==> src/rtl/core/bwbq_pkg.sv <==
// Shared command codes, register indexes and controller-to-datapath types for the biquad.
`timescale 1ns / 1ps

package bwbq_pkg;

   // Register indexes on the configuration port
   localparam logic [1:0] CSR_FILTER_MODE = 2'd0;
   localparam logic [1:0] CSR_COEF_GAIN   = 2'd1;
   localparam logic [1:0] CSR_COEF_FB1    = 2'd2;
   localparam logic [1:0] CSR_COEF_FB2    = 2'd3;

   // Multiplier operand selection: coefficient and half of the state or tap word
   localparam logic [2:0] MUL_IDLE    = 3'd0;
   localparam logic [2:0] MUL_FB1_LO  = 3'd1;
   localparam logic [2:0] MUL_FB1_HI  = 3'd2;
   localparam logic [2:0] MUL_FB2_LO  = 3'd3;
   localparam logic [2:0] MUL_FB2_HI  = 3'd4;
   localparam logic [2:0] MUL_GAIN_LO = 3'd5;
   localparam logic [2:0] MUL_GAIN_HI = 3'd6;

   // Accumulator operations
   localparam logic [2:0] ACC_HOLD      = 3'd0;
   localparam logic [2:0] ACC_LOAD_FB   = 3'd1;
   localparam logic [2:0] ACC_LOAD_GAIN = 3'd2;
   localparam logic [2:0] ACC_ADD       = 3'd3;
   localparam logic [2:0] ACC_ADD_SHIFT = 3'd4;

   // Commands from the controller to the datapath, valid for the current cycle
   typedef struct packed {
      logic       load_x;
      logic [2:0] mul_op;
      logic [2:0] acc_op;
      logic       load_w;
      logic       load_taps;
      logic       shift_hist;
      logic       load_out;
   } cmd_type;

endpackage

==> src/rtl/core/bwbq_ctrl.sv <==
// Sequencer for the biquad: steps the shared multiplier, priming and the result handshake.
`timescale 1ns / 1ps

module bwbq_ctrl (
   input  logic              clock,
   input  logic              reset,
   input  logic              req_tvalid,
   output logic              req_tready,
   output logic              rsp_tvalid,
   input  logic              rsp_tready,
   output bwbq_pkg::cmd_type cmd
);

   localparam logic [3:0] S_IDLE = 4'd0;
   localparam logic [3:0] S_FB1L = 4'd1;
   localparam logic [3:0] S_FB1H = 4'd2;
   localparam logic [3:0] S_FB2L = 4'd3;
   localparam logic [3:0] S_FB2H = 4'd4;
   localparam logic [3:0] S_WNEW = 4'd5;
   localparam logic [3:0] S_TAPS = 4'd6;
   localparam logic [3:0] S_GL   = 4'd7;
   localparam logic [3:0] S_GH   = 4'd8;
   localparam logic [3:0] S_OUT  = 4'd9;

   logic [3:0] state_ff;
   logic [3:0] state_in;
   logic       primed_ff;
   logic       primed_in;
   logic       rsp_valid_ff;
   logic       rsp_valid_in;
   logic       out_free;

   assign out_free   = !rsp_valid_ff || rsp_tready;
   assign req_tready = (state_ff == S_IDLE);
   assign rsp_tvalid = rsp_valid_ff;

   // Next state and per-cycle commands
   always_comb begin
      state_in       = state_ff;
      primed_in      = primed_ff;
      cmd            = '0;
      cmd.mul_op     = bwbq_pkg::MUL_IDLE;
      cmd.acc_op     = bwbq_pkg::ACC_HOLD;
      unique case (state_ff)
         S_IDLE: begin
            if (req_tvalid) begin
               cmd.load_x = 1'b1;
               state_in   = S_FB1L;
            end
         end
         S_FB1L: begin
            cmd.mul_op = bwbq_pkg::MUL_FB1_LO;
            state_in   = S_FB1H;
         end
         S_FB1H: begin
            cmd.mul_op = bwbq_pkg::MUL_FB1_HI;
            cmd.acc_op = bwbq_pkg::ACC_LOAD_FB;
            state_in   = S_FB2L;
         end
         S_FB2L: begin
            cmd.mul_op = bwbq_pkg::MUL_FB2_LO;
            cmd.acc_op = bwbq_pkg::ACC_ADD_SHIFT;
            state_in   = S_FB2H;
         end
         S_FB2H: begin
            cmd.mul_op = bwbq_pkg::MUL_FB2_HI;
            cmd.acc_op = bwbq_pkg::ACC_ADD;
            state_in   = S_WNEW;
         end
         S_WNEW: begin
            cmd.load_w = 1'b1;
            state_in   = S_TAPS;
         end
         S_TAPS: begin
            cmd.load_taps = 1'b1;
            state_in      = S_GL;
         end
         S_GL: begin
            cmd.mul_op = bwbq_pkg::MUL_GAIN_LO;
            state_in   = S_GH;
         end
         S_GH: begin
            cmd.mul_op = bwbq_pkg::MUL_GAIN_HI;
            cmd.acc_op = bwbq_pkg::ACC_LOAD_GAIN;
            state_in   = S_OUT;
         end
         S_OUT: begin
            // first pass after reset only primes the history; drop its result
            if (!primed_ff) begin
               cmd.shift_hist = 1'b1;
               primed_in      = 1'b1;
               state_in       = S_FB1L;
            end else if (out_free) begin
               cmd.shift_hist = 1'b1;
               cmd.load_out   = 1'b1;
               state_in       = S_IDLE;
            end
         end
         default: begin
            state_in = S_IDLE;
         end
      endcase
   end

   // Hold the result valid until the transaction completes
   always_comb begin
      if (cmd.load_out) begin
         rsp_valid_in = 1'b1;
      end else if (rsp_tready) begin
         rsp_valid_in = 1'b0;
      end else begin
         rsp_valid_in = rsp_valid_ff;
      end
   end

   always_ff @(posedge clock) begin
      if (reset) begin
         state_ff     <= S_IDLE;
         primed_ff    <= 1'b0;
         rsp_valid_ff <= 1'b0;
      end else begin
         state_ff     <= state_in;
         primed_ff    <= primed_in;
         rsp_valid_ff <= rsp_valid_in;
      end
   end

endmodule

==> src/rtl/core/bwbq_dpath.sv <==
// Biquad datapath: settings, history, one shared split multiplier, accumulator, saturation.
`timescale 1ns / 1ps

module bwbq_dpath #(
   parameter int SAMPLE_BITS = 24,
   parameter int COEF_BITS   = 25,
   parameter int STATE_BITS  = 48
) (
   input  logic                   clock,
   input  logic                   reset,
   input  bwbq_pkg::cmd_type      cmd,
   input  logic [SAMPLE_BITS-1:0] sample,
   input  logic                   csr_write,
   input  logic [1:0]             csr_index,
   input  logic [COEF_BITS-1:0]   csr_data,
   output logic [SAMPLE_BITS-1:0] filtered
);

   localparam int COEF_FRAC = COEF_BITS - 3;
   localparam int TAP_BITS  = STATE_BITS + 3;
   localparam int LO_BITS   = TAP_BITS / 2;
   localparam int HI_BITS   = TAP_BITS - LO_BITS;
   localparam int OPD_BITS  = HI_BITS + 1;
   localparam int PROD_BITS = COEF_BITS + OPD_BITS;
   localparam int ACC_BITS  = COEF_BITS + TAP_BITS + 2;

   localparam logic signed [ACC_BITS-1:0] HALF =
      ACC_BITS'(1) << (COEF_FRAC - 1);
   localparam logic signed [ACC_BITS-1:0] STATE_MAX =
      {{(ACC_BITS - STATE_BITS + 1){1'b0}}, {(STATE_BITS - 1){1'b1}}};
   localparam logic signed [ACC_BITS-1:0] STATE_MIN = ~STATE_MAX;
   localparam logic signed [ACC_BITS-1:0] SAMPLE_MAX =
      {{(ACC_BITS - SAMPLE_BITS + 1){1'b0}}, {(SAMPLE_BITS - 1){1'b1}}};
   localparam logic signed [ACC_BITS-1:0] SAMPLE_MIN = ~SAMPLE_MAX;

   logic                          mode_ff;
   logic signed [COEF_BITS-1:0]   gain_ff;
   logic signed [COEF_BITS-1:0]   fb1_ff;
   logic signed [COEF_BITS-1:0]   fb2_ff;
   logic signed [STATE_BITS-1:0]  hist_one_ff;
   logic signed [STATE_BITS-1:0]  hist_two_ff;
   logic signed [SAMPLE_BITS-1:0] x_ff;
   logic signed [STATE_BITS-1:0]  w_ff;
   logic signed [STATE_BITS-1:0]  w_in;
   logic signed [TAP_BITS-1:0]    taps_ff;
   logic signed [TAP_BITS-1:0]    taps_in;
   logic signed [PROD_BITS-1:0]   prod_ff;
   logic signed [PROD_BITS-1:0]   prod_in;
   logic signed [ACC_BITS-1:0]    acc_ff;
   logic signed [ACC_BITS-1:0]    acc_in;
   logic [SAMPLE_BITS-1:0]        out_ff;
   logic [SAMPLE_BITS-1:0]        out_in;

   logic signed [COEF_BITS-1:0]   coef_sel;
   logic signed [TAP_BITS-1:0]    word_sel;
   logic                          use_hi;
   logic signed [OPD_BITS-1:0]    opd_sel;
   logic signed [TAP_BITS-1:0]    h1_ext;
   logic signed [TAP_BITS-1:0]    h2_ext;
   logic signed [TAP_BITS-1:0]    w_ext;
   logic signed [ACC_BITS-1:0]    prod_ext;
   logic signed [ACC_BITS-1:0]    prod_shl;
   logic signed [ACC_BITS-1:0]    x_shl;
   logic signed [ACC_BITS-1:0]    final_sum;
   logic signed [ACC_BITS-1:0]    rounded;

   // Configuration registers
   always_ff @(posedge clock) begin
      if (reset) begin
         mode_ff <= 1'b0;
         gain_ff <= '0;
         fb1_ff  <= '0;
         fb2_ff  <= '0;
      end else if (csr_write) begin
         unique case (csr_index)
            bwbq_pkg::CSR_FILTER_MODE: mode_ff <= csr_data[0];
            bwbq_pkg::CSR_COEF_GAIN:   gain_ff <= csr_data;
            bwbq_pkg::CSR_COEF_FB1:    fb1_ff  <= csr_data;
            bwbq_pkg::CSR_COEF_FB2:    fb2_ff  <= csr_data;
            default: begin
            end
         endcase
      end
   end

   // Select coefficient and word half for the shared multiplier
   always_comb begin
      coef_sel = '0;
      word_sel = '0;
      use_hi   = 1'b0;
      unique case (cmd.mul_op)
         bwbq_pkg::MUL_FB1_LO: begin
            coef_sel = fb1_ff;
            word_sel = h1_ext;
         end
         bwbq_pkg::MUL_FB1_HI: begin
            coef_sel = fb1_ff;
            word_sel = h1_ext;
            use_hi   = 1'b1;
         end
         bwbq_pkg::MUL_FB2_LO: begin
            coef_sel = fb2_ff;
            word_sel = h2_ext;
         end
         bwbq_pkg::MUL_FB2_HI: begin
            coef_sel = fb2_ff;
            word_sel = h2_ext;
            use_hi   = 1'b1;
         end
         bwbq_pkg::MUL_GAIN_LO: begin
            coef_sel = gain_ff;
            word_sel = taps_ff;
         end
         bwbq_pkg::MUL_GAIN_HI: begin
            coef_sel = gain_ff;
            word_sel = taps_ff;
            use_hi   = 1'b1;
         end
         default: begin
         end
      endcase
   end

   // Low half is unsigned, high half carries the sign
   always_comb begin
      if (use_hi) begin
         opd_sel = {word_sel[TAP_BITS-1], word_sel[TAP_BITS-1:LO_BITS]};
      end else begin
         opd_sel = {{(OPD_BITS - LO_BITS){1'b0}}, word_sel[LO_BITS-1:0]};
      end
   end

   assign prod_in = coef_sel * opd_sel;

   assign h1_ext   = TAP_BITS'(hist_one_ff);
   assign h2_ext   = TAP_BITS'(hist_two_ff);
   assign w_ext    = TAP_BITS'(w_ff);
   assign prod_ext = ACC_BITS'(prod_ff);
   assign prod_shl = prod_ext <<< LO_BITS;
   assign x_shl    = ACC_BITS'(x_ff) <<< COEF_FRAC;

   // Accumulate partial products; rounding offset enters on each load, the sample on the feedback load
   always_comb begin
      unique case (cmd.acc_op)
         bwbq_pkg::ACC_LOAD_FB:   acc_in = prod_ext + x_shl + HALF;
         bwbq_pkg::ACC_LOAD_GAIN: acc_in = prod_ext + HALF;
         bwbq_pkg::ACC_ADD:       acc_in = acc_ff + prod_ext;
         bwbq_pkg::ACC_ADD_SHIFT: acc_in = acc_ff + prod_shl;
         default:                 acc_in = acc_ff;
      endcase
   end

   // Close the sum with the last high-half product and drop the fraction
   assign final_sum = acc_ff + prod_shl;
   assign rounded   = final_sum >>> COEF_FRAC;

   // Saturate the new inner term to the state range
   always_comb begin
      if (rounded > STATE_MAX) begin
         w_in = STATE_MAX[STATE_BITS-1:0];
      end else if (rounded < STATE_MIN) begin
         w_in = STATE_MIN[STATE_BITS-1:0];
      end else begin
         w_in = rounded[STATE_BITS-1:0];
      end
   end

   // Saturate the output to the sample range
   always_comb begin
      if (rounded > SAMPLE_MAX) begin
         out_in = SAMPLE_MAX[SAMPLE_BITS-1:0];
      end else if (rounded < SAMPLE_MIN) begin
         out_in = SAMPLE_MIN[SAMPLE_BITS-1:0];
      end else begin
         out_in = rounded[SAMPLE_BITS-1:0];
      end
   end

   // Tap sum: plus twice w1 for low-pass, minus for high-pass
   always_comb begin
      if (mode_ff) begin
         taps_in = w_ext - (h1_ext <<< 1) + h2_ext;
      end else begin
         taps_in = w_ext + (h1_ext <<< 1) + h2_ext;
      end
   end

   // History words
   always_ff @(posedge clock) begin
      if (reset) begin
         hist_one_ff <= '0;
         hist_two_ff <= '0;
      end else if (cmd.shift_hist) begin
         hist_two_ff <= hist_one_ff;
         hist_one_ff <= w_ff;
      end
   end

   // Payload registers; hold the last product while the multiplier is idle
   always_ff @(posedge clock) begin
      if (cmd.mul_op != bwbq_pkg::MUL_IDLE) begin
         prod_ff <= prod_in;
      end
      acc_ff  <= acc_in;
      if (cmd.load_x) begin
         x_ff <= sample;
      end
      if (cmd.load_w) begin
         w_ff <= w_in;
      end
      if (cmd.load_taps) begin
         taps_ff <= taps_in;
      end
      if (cmd.load_out) begin
         out_ff <= out_in;
      end
   end

   assign filtered = out_ff;

endmodule

==> src/rtl/core/butterworth_biquad_lowpass_highpass.sv <==
// Top level of the second-order Butterworth low-pass / high-pass biquad.
//
//   Channel  Direction  Handshake              Payload
//   req      in         req_tvalid/req_tready  req_tdata: sample
//   rsp      out        rsp_tvalid/rsp_tready  rsp_tdata: filtered
//   csr      in         csr_valid/csr_ready    csr_index, csr_data
//
// A sample is accepted only in the idle state and then runs nine sequencer steps, set by the
// single multiplier that computes four feedback and two gain half-products in turn.
// The first sample after reset runs two passes.
// Reset is synchronous; it clears the settings, the history and the primed flag.
// A finished result waits in the output register; a new sample is accepted meanwhile,
// and its last step holds until the previous result has been taken.
`timescale 1ns / 1ps

module butterworth_biquad_lowpass_highpass #(
   parameter int SAMPLE_BITS = 24,
   parameter int COEF_BITS   = 25,
   parameter int STATE_BITS  = 48
) (
   input  logic                                 clock,
   input  logic                                 reset,
   input  logic                                 req_tvalid,
   output logic                                 req_tready,
   // req_tdata: sample [SAMPLE_BITS-1:0], zero padding above
   input  logic [((SAMPLE_BITS + 7) / 8) * 8-1:0] req_tdata,
   output logic                                 rsp_tvalid,
   input  logic                                 rsp_tready,
   // rsp_tdata: filtered [SAMPLE_BITS-1:0], zero padding above
   output logic [((SAMPLE_BITS + 7) / 8) * 8-1:0] rsp_tdata,
   input  logic                                 csr_valid,
   output logic                                 csr_ready,
   input  logic [1:0]                           csr_index,
   input  logic [COEF_BITS-1:0]                 csr_data
);

   localparam int TDATA_BITS = ((SAMPLE_BITS + 7) / 8) * 8;

   bwbq_pkg::cmd_type      cmd;
   logic [SAMPLE_BITS-1:0] filtered;

   assign csr_ready = 1'b1;

   bwbq_ctrl u_ctrl (
      .clock      (clock),
      .reset      (reset),
      .req_tvalid (req_tvalid),
      .req_tready (req_tready),
      .rsp_tvalid (rsp_tvalid),
      .rsp_tready (rsp_tready),
      .cmd        (cmd)
   );

   bwbq_dpath #(
      .SAMPLE_BITS (SAMPLE_BITS),
      .COEF_BITS   (COEF_BITS),
      .STATE_BITS  (STATE_BITS)
   ) u_dpath (
      .clock     (clock),
      .reset     (reset),
      .cmd       (cmd),
      .sample    (req_tdata[SAMPLE_BITS-1:0]),
      .csr_write (csr_valid && csr_ready),
      .csr_index (csr_index),
      .csr_data  (csr_data),
      .filtered  (filtered)
   );

   assign rsp_tdata = TDATA_BITS'(filtered);

   // A sample transaction starts a pass, so the input closes on the next cycle
   a_busy_after_accept: assert property (@(posedge clock) disable iff (reset)
      req_tvalid && req_tready |=> !req_tready)
      else $error("input still open after a sample was accepted");

   // A loaded result is presented on the next cycle
   a_result_presented: assert property (@(posedge clock) disable iff (reset)
      cmd.load_out |=> rsp_tvalid)
      else $error("loaded result not presented");

   // A new result never overwrites one that has not been taken
   a_no_overwrite: assert property (@(posedge clock) disable iff (reset)
      cmd.load_out |-> (!rsp_tvalid || rsp_tready))
      else $error("pending result overwritten");

endmodule

==> config.mk <==
export PLATFORM = sky130hd
export DESIGN_NAME = butterworth_biquad_lowpass_highpass
export DESIGN_NICKNAME = d
export VERILOG_FILES = /design/src/rtl/core/bwbq_pkg.sv /design/src/rtl/core/bwbq_ctrl.sv /design/src/rtl/core/bwbq_dpath.sv /design/src/rtl/core/butterworth_biquad_lowpass_highpass.sv
export SDC_FILE = /design/constraint.sdc
export NUM_CORES = 2
export LEC_CHECK = 0
export ABC_AREA = 1
export BUFFER_PORTS_ARGS = -buffer_cell sky130_fd_sc_hd__buf_2
export CAP_MARGIN = 20
export CORE_MARGIN = 2
export CORE_UTILIZATION = 45
export DETAILED_ROUTE_END_ITERATION = 10
export SYNTH_ARGS = -nofsm -noshare
export SYNTH_HDL_FRONTEND = slang
export SYNTH_SLANG_ARGS = --single-unit
export TNS_END_PERCENT = 1
==> constraint.sdc <==
create_clock -name clock -period 27 [get_ports clock]
set_input_delay 5.4 -clock clock [delete_from_list [all_inputs] [get_ports clock]]
set_output_delay 5.4 -clock clock [all_outputs]
set_load 0.01 [all_outputs]
## Word-level counts from Yosys, hierarchy flattened

Index checks and enable logic that the tools add are counted.

- Register bits after elaboration: 455
- Word-level logic and storage cells: 93
- Input bits: 56
- Output and inout port bits: 27

- Equal/unequal tests: 24
- Multiplexer cells: 24
- Add/sub/neg operators: 9
- $mul: 1
- Reductions and logical operators: 16
- Magnitude comparators: 4

Operators by type and width:

| operator | count |
|---|---|
| 78-bit one-hot mux with 4 select lines | 1 |
| 51-bit one-hot mux with 3 select lines | 1 |
| 50-bit by 48-bit adder with 51-bit output | 2 |
| 78-bit by 23-bit adder with 78-bit output (second input constant) | 1 |
| 78-bit by 52-bit adder with 78-bit output | 1 |
| 78-bit by 77-bit adder with 78-bit output | 1 |
| 25-bit one-hot mux with 3 select lines | 1 |
| 56-bit by 24-bit > comparator with 1-bit output (second input constant) | 1 |
| 56-bit by 48-bit > comparator with 1-bit output (second input constant) | 1 |
| 56-bit by 24-bit less-than comparator with 1-bit output (second input constant) | 1 |
| 56-bit by 48-bit less-than comparator with 1-bit output (second input constant) | 1 |
| 52-bit by 23-bit adder with 53-bit output (second input constant) | 1 |
| 52-bit by 46-bit adder with 53-bit output | 1 |
| 25-bit by 27-bit multiplier with 52-bit output | 1 |
| 51-bit two-way mux | 1 |
| 48-bit by 49-bit adder with 50-bit output | 1 |
| 48-bit by 49-bit subtractor with 50-bit output | 1 |
| 48-bit two-way mux | 1 |
| 4-bit one-hot mux with 10 select lines | 1 |
| 27-bit two-way mux | 1 |
| 24-bit two-way mux | 1 |
| 3-bit one-hot mux with 6 select lines | 1 |
| 4-bit by 3-bit == test with 1-bit output (second input constant) | 4 |
| 3-bit by 2-bit == test with 1-bit output (second input constant) | 4 |
| other kinds (23) | 47 |

## Longest topological paths before layout

- Depth in word-level cells: 7
- Gate-level depth with buffers: 41
- Gate-level depth less buffers: 38

## Hierarchy

A second synthesis with hierarchy kept.

- Cells, all modules: 8,682
- Area total of the unflattened synthesis: 63,678.6 um2

Modules (own cells, without submodules):

| module | cells each | instances | area an instance (um2) | sequential area each (um2) |
|---|---|---|---|---|
| bwbq_dpath | 8,615 | 1 | 63,244.4 | 11,761.3 |
| bwbq_ctrl | 65 | 1 | 422.9 | 120.1 |
| butterworth_biquad_lowpass_highpass | 2 | 1 | 11.3 | 0.0 |

## Worst setup path after synthesis

No wires, ideal clock.

- Path type: reg2reg
- From: register u_ctrl.state_ff[2]
- To: register u_dpath.prod_ff[51], data pin
- Setup time: 0.265 ns
- Slack: 17.553 ns
- Period minus slack after synthesis: 9.447 ns
- Data required time: 26.735 ns
- Cell stages (with the launch flop): 30
- Arrival: 9.182 ns
- Path buffers: 3
- Path through: dfxtp_1 -> nor2_1 -> inv_1 -> o211ai_2 -> nand2_2 -> inv_2 -> buf_4 -> buf_4 -> nand2_1 -> inv_1 -> buf_2 -> nand2_1 -> fa_1 -> inv_1 -> fa_1 -> fa_1 -> inv_1 -> fa_1 -> inv_1 -> fa_1 -> inv_1 -> fa_1 -> fa_1 -> inv_1 -> ha_1 -> a31oi_1 -> o21ai_0 -> a221oi_1 -> o21ai_0 -> xor2_1

- Longest elaborated chain between the ends: 7
- Elaborated cells on any way between the ends: 22
- Those cells by class: 1 x mul; 12 x eq/ne; 5 x mux; 4 x reduce/logical

Ends and longest elaborated chain:

| what | line | text |
|---|---|---|
| start: declaration | bwbq_ctrl.sv:25 | `logic [3:0] state_ff;` |
| start signal: assignment | bwbq_ctrl.sv:122 | `state_ff <= state_in;` |
| 4-bit == test (tied with other cells) | bwbq_ctrl.sv:44 | `unique case (state_ff)` |
| 3-bit one-hot mux with 6 select lines (*) | bwbq_ctrl.sv:44 |  |
| 3-bit == test (tied with other cells) | bwbq_dpath.sv:91 | `unique case (cmd.mul_op)` |
| 2-bit OR reduction (no line) or 3-bit OR reduction (tied branches) | - |  |
| 51-bit one-hot mux with 3 select lines or 1-bit two-way mux (tied branches) | bwbq_dpath.sv:91 |  |
| 27-bit two-way mux | bwbq_dpath.sv:126 | `if (use_hi) begin` |
| 25-bit by 27-bit multiplier with 52-bit output (*) | bwbq_dpath.sv:133 | `assign prod_in = coef_sel * opd_sel;` |
| net u_dpath.prod_in[51] | bwbq_dpath.sv:48 | `logic signed [PROD_BITS-1:0] prod_in;` |
| end signal: assignment | bwbq_dpath.sv:202 | `prod_ff <= prod_in;` |
| end: declaration | bwbq_dpath.sv:47 | `logic signed [PROD_BITS-1:0] prod_ff;` |

The timed path passes the listed nets; every way through them passes the cells marked *.
A chain may end at the register's enable or synchronous reset.

## Final worst setup path

- From: register u_ctrl.state_ff[2]
- To: register u_dpath.prod_ff[50], data pin

The elaborated chain is that of the path after synthesis.

==> Implementation_results.wiki <==
{| class="wikitable"
! Metric !! Value
|-
| Status || complete, no violations
|-
| Port bufs || 81
|-
| Clock slew seen by the registers of the worst setup and hold paths || 0.06 ns
|-
| Number of buffers created by CTS || 58
|-
| Kind of launch point of the worst setup path || flop
|-
| Worst setup skew after layout || 0.07633 ns
|-
| Max-cap check violation count || 0
|-
| Average via count per standard cell || around 5.6
|-
| First-pass GRT wire length || roughly 400,000 µm
|-
| Post-synthesis simple-gate area fraction || 0.2405
|-
| Number of instances in the placed design || between 10,000 and 15,000
|-
| Highest attainable clock frequency || 91.51 MHz
|-
| Normalized max-slew margin || 0.2524
|-
| Routed WL per cell || between 20 and 25 µm
|-
| Post-layout min period || 10.93 ns
|-
| Fraction of the mapped netlist area in compound gates || 0.1215
|-
| Maximum number of buffers from clock root to sink || 3
|-
| Antenna viol nets, final || 0
|-
| Unique masters post-synth || 62
|-
| Most common library cell in the layout ignoring fill and taps || sky130_fd_sc_hd__nand2_1
|-
| RePlAce Congestion || 1.106
|-
| Total leakage power || around 0.035 µW
|-
| Area of the mapped netlist || 0.06617 mm²
|-
| H-tree levels || 2
|-
| CP max stage delay || between 0.6 and 0.7 ns
|-
| Transition time at the pin with the least slew margin || 1.120 ns
|-
| Post-synth EDFFs || 277
|-
| Share of the clock period used by the worst path || 0.4047
|-
| Number of hold buffers added after cts || 0
|-
| Final number of hold-violating endpoints || 0
|-
| Multiplexer area fraction after synthesis || 0.0001702
|-
| Nets@finish || 10,568
|-
| Primary flip-flop cell chosen by synthesis mapping || sky130_fd_sc_hd__edfxtp_1
|-
| Average cell area after synthesis || 7.103 µm²
|-
| Number of sinks driven by the clock tree || 455
|-
| Clock insertion delay at the later pin of the skew report || 0.72 ns
|-
| Worst setup slack before clock tree synthesis || 16.32 ns
|-
| First-pass DRT Iterations || 7
|-
| Final setup violation count || 0
|-
| Largest net degree at the start of global routing || about 100
|-
| Number of warnings issued by yosys || 0
|-
| Count of state elements after synthesis || between 400 and 500
|-
| Via count of the first global-routing pass || between 60,000 and 70,000
|-
| Vert. Die Dim || 387.5 µm
|-
| Estimated wirelength of the detail-placed design || 221,600 µm
|-
| Die area || 0.1501 mm²
|-
| Net count after synthesis || roughly 11,000
|-
| Effective utilization at floorplan || 0.4540
|-
| Synthesized instance count || 9,316
|-
| CTS-repair resized insts || 0
|-
| Cell Pwr Density || 55.60 mW/mm²
|-
| First DRT Iteration DRCs || 7,014
|-
| Most frequent CP cell || sky130_fd_sc_hd__inv_1
|-
| Placement Rows || 140
|-
| Arithmetic-cell share of the synthesized area counting full adders, half adders and majority gates || 0.3146
|-
| WL final || roughly 270,000 µm
|-
| Critical Path Slowest Stage Cell || sky130_fd_sc_hd__nand2_2
|-
| Share of post-route cells with drive strength above 1 || 0.03991
|-
| Number of antenna violations at the first check in global routing || 24
|-
| Signal arrival time at the worst endpoint || 11.37 ns
|-
| Worst Setup End Kind || flop
|-
| Final Non-Filler Cells || 11,292
|-
| Residual DRC count || 0
|-
| Xor and xnor fraction of the mapped netlist area || 0.01666
|-
| Clock tree from TritonCTS || yes
|-
| Setup total negative slack || 0 ns
|-
| Hold Crit Class || flop to flop
|-
| Fin worst setup slack || 16.07 ns
|-
| Highest net fanout along the worst path || 52
|-
| CORE AREA || 0.1457 mm²
|-
| Data required time at the worst endpoint || 27.44 ns
|-
| Portion of the post-synthesis area used by sequential elements || 0.1796
|-
| Area growth from synthesis to layout || 6.932%
|-
| Boundary pin count || 83
|-
| Total vias in the final route || between 60,000 and 70,000
|-
| X dimension of the die || around 390 µm
|-
| Largest family of logic cells by synthesized area || adder cells
|-
| Pins over their slew limit || 0
|-
| Post-synthesis async set-or-reset flop share || 0
|-
| Postcts setup bufs || 0
|-
| Commonest cells after routing, fill and taps aside || 2,243 x sky130_fd_sc_hd__nand2_1, 1,934 x sky130_fd_sc_hd__inv_1, 1,092 x sky130_fd_sc_hd__nor2_1, 788 x sky130_fd_sc_hd__fa_1, 562 x sky130_fd_sc_hd__a21oi_1
|-
| Unrepaired setup endpoints after global routing || no
|-
| GRT Residual Overflow || 0
|-
| Master cell of the clock root buffer || sky130_fd_sc_hd__clkbuf_16
|-
| Global Route Usage Sum || 0.3513
|-
| VDD IR max || 0.00005950 V
|-
| Path type of the worst setup path || flop to flop
|}
-- synthesized netlist by cell type (96+ instances only) --
| cell type | instances | share of area |
|---|---|---|
| sky130_fd_sc_hd__a211oi_1 | 126 | 0.014 |
| sky130_fd_sc_hd__a21oi_1 | 569 | 0.043 |
| sky130_fd_sc_hd__clkbuf_1 | 133 | 0.0075 |
| sky130_fd_sc_hd__dfxtp_1 | 178 | 0.054 |
| sky130_fd_sc_hd__edfxtp_1 | 277 | 0.13 |
| sky130_fd_sc_hd__fa_1 | 788 | 0.24 |
| sky130_fd_sc_hd__ha_1 | 403 | 0.076 |
| sky130_fd_sc_hd__inv_1 | 1935 | 0.11 |
| sky130_fd_sc_hd__nand2_1 | 2244 | 0.13 |
| sky130_fd_sc_hd__nand3_1 | 330 | 0.025 |
| sky130_fd_sc_hd__nand4_1 | 96 | 0.0091 |
| sky130_fd_sc_hd__nor2_1 | 1097 | 0.062 |
| sky130_fd_sc_hd__o21ai_0 | 446 | 0.034 |
-- layer usage --
metal  wire (µm)  track usage  vias to the layer above
met3       24920      0.06351                      601
met2      119100       0.5525                     2967
met4       13150       0.1480                       10
met1      110500       0.4757                    30783
met5          56            0                        -
li1            -            -                    29093
-- registers in the layout (all words and copies together) (netlist names) --
name and cells:
u_dpath.hist_two_ff 48, u_dpath.acc_ff 78, u_ctrl.state_ff 4, u_dpath.w_ff 48, u_ctrl.rsp_tvalid 1, u_dpath.gain_ff 25
u_dpath.filtered 24, u_dpath.x_ff 24, u_dpath.prod_ff 52, u_dpath.taps_ff 51, u_dpath.fb2_ff 25, u_dpath.mode_ff 1
u_dpath.fb1_ff 25, u_ctrl.primed_ff 1, u_dpath.hist_one_ff 48
-- path summary, 6_finish.rpt --
| kind | cells after the start | to | slack [ns] | start |
|---|---|---|---|---|
| worst min register to register | 2 | u_dpath.fb1_ff[18]$_SDFFE_PP0P_ | 0.46 | u_dpath.fb1_ff[18]$_SDFFE_PP0P_ |
| worst max register to register | 35 | u_dpath.prod_ff[50]$_DFFE_PP_ | 16.07 | u_ctrl.state_ff[2]$_SDFFE_PP0P_ |
| worst max-delay path | 35 | u_dpath.prod_ff[50]$_DFFE_PP_ | 16.07 | u_ctrl.state_ff[2]$_SDFFE_PP0P_ |
| worst min-delay path | 2 | u_dpath.fb1_ff[18]$_SDFFE_PP0P_ | 0.46 | u_dpath.fb1_ff[18]$_SDFFE_PP0P_ |
-- kinds of logic (layout without fill, tap and decap cells) --
logic type / count (synthesis) / after routing
adders and majority gates: 1191 / 1191
xor gates and xnor gates: 125 / 125
muxes: 1 / 1
DFF: 455 / 455
buffers and inverters: 2193 / 2248
AOI/OAI and AO/OA: 1404 / 1404
other: 1 / 5
and+or+nand+nor: 3946 / 3946
-- area by class of cell --
type                    count  area, µm²
fillers                 15024      74990
multi-input cells        6668      46000
flip-flops and latches    455      11880
inverters                1965       7376
well taps                1917       2399
clock buffers              75       1567
repair buffers            173       1127
clock inverters            35      390.4
diodes                      4      10.01
-- critical path, delay by kind of cell (launching register included) --
kind                       cells  cell delay [ns]
AOI/OAI and AO/OA              7             1.65
xor gates and xnor gates       1             0.16
adders and majority gates      8             3.99
buffers and inverters         12             2.39
DFF                            1             0.40
and+or+nand+nor                7             1.84
-- power breakdown --
| group | leakage, µW | switching [µW] | internal [µW] |
|---|---|---|---|
| clock network | 0.000945 | 352 | 454 |
| logic | 0.0298 | 1600 | 559 |
| registers | 0.00403 | 124 | 849 |
-- stage by stage --
step                total power, µW  hold slack [ns]  instance area, µm²  utilization
floorplan                      2212           0.4345               66170            -
global placement               3045           0.4454               68730       0.4716
detailed placement             3054           0.4462               68730       0.4716
CTS                            3871           0.4598               70690       0.4850
global route                   4134           0.4767               70740       0.4854
finish                         3934           0.4589               70750       0.4855
(Power assumes the default switching activity.)
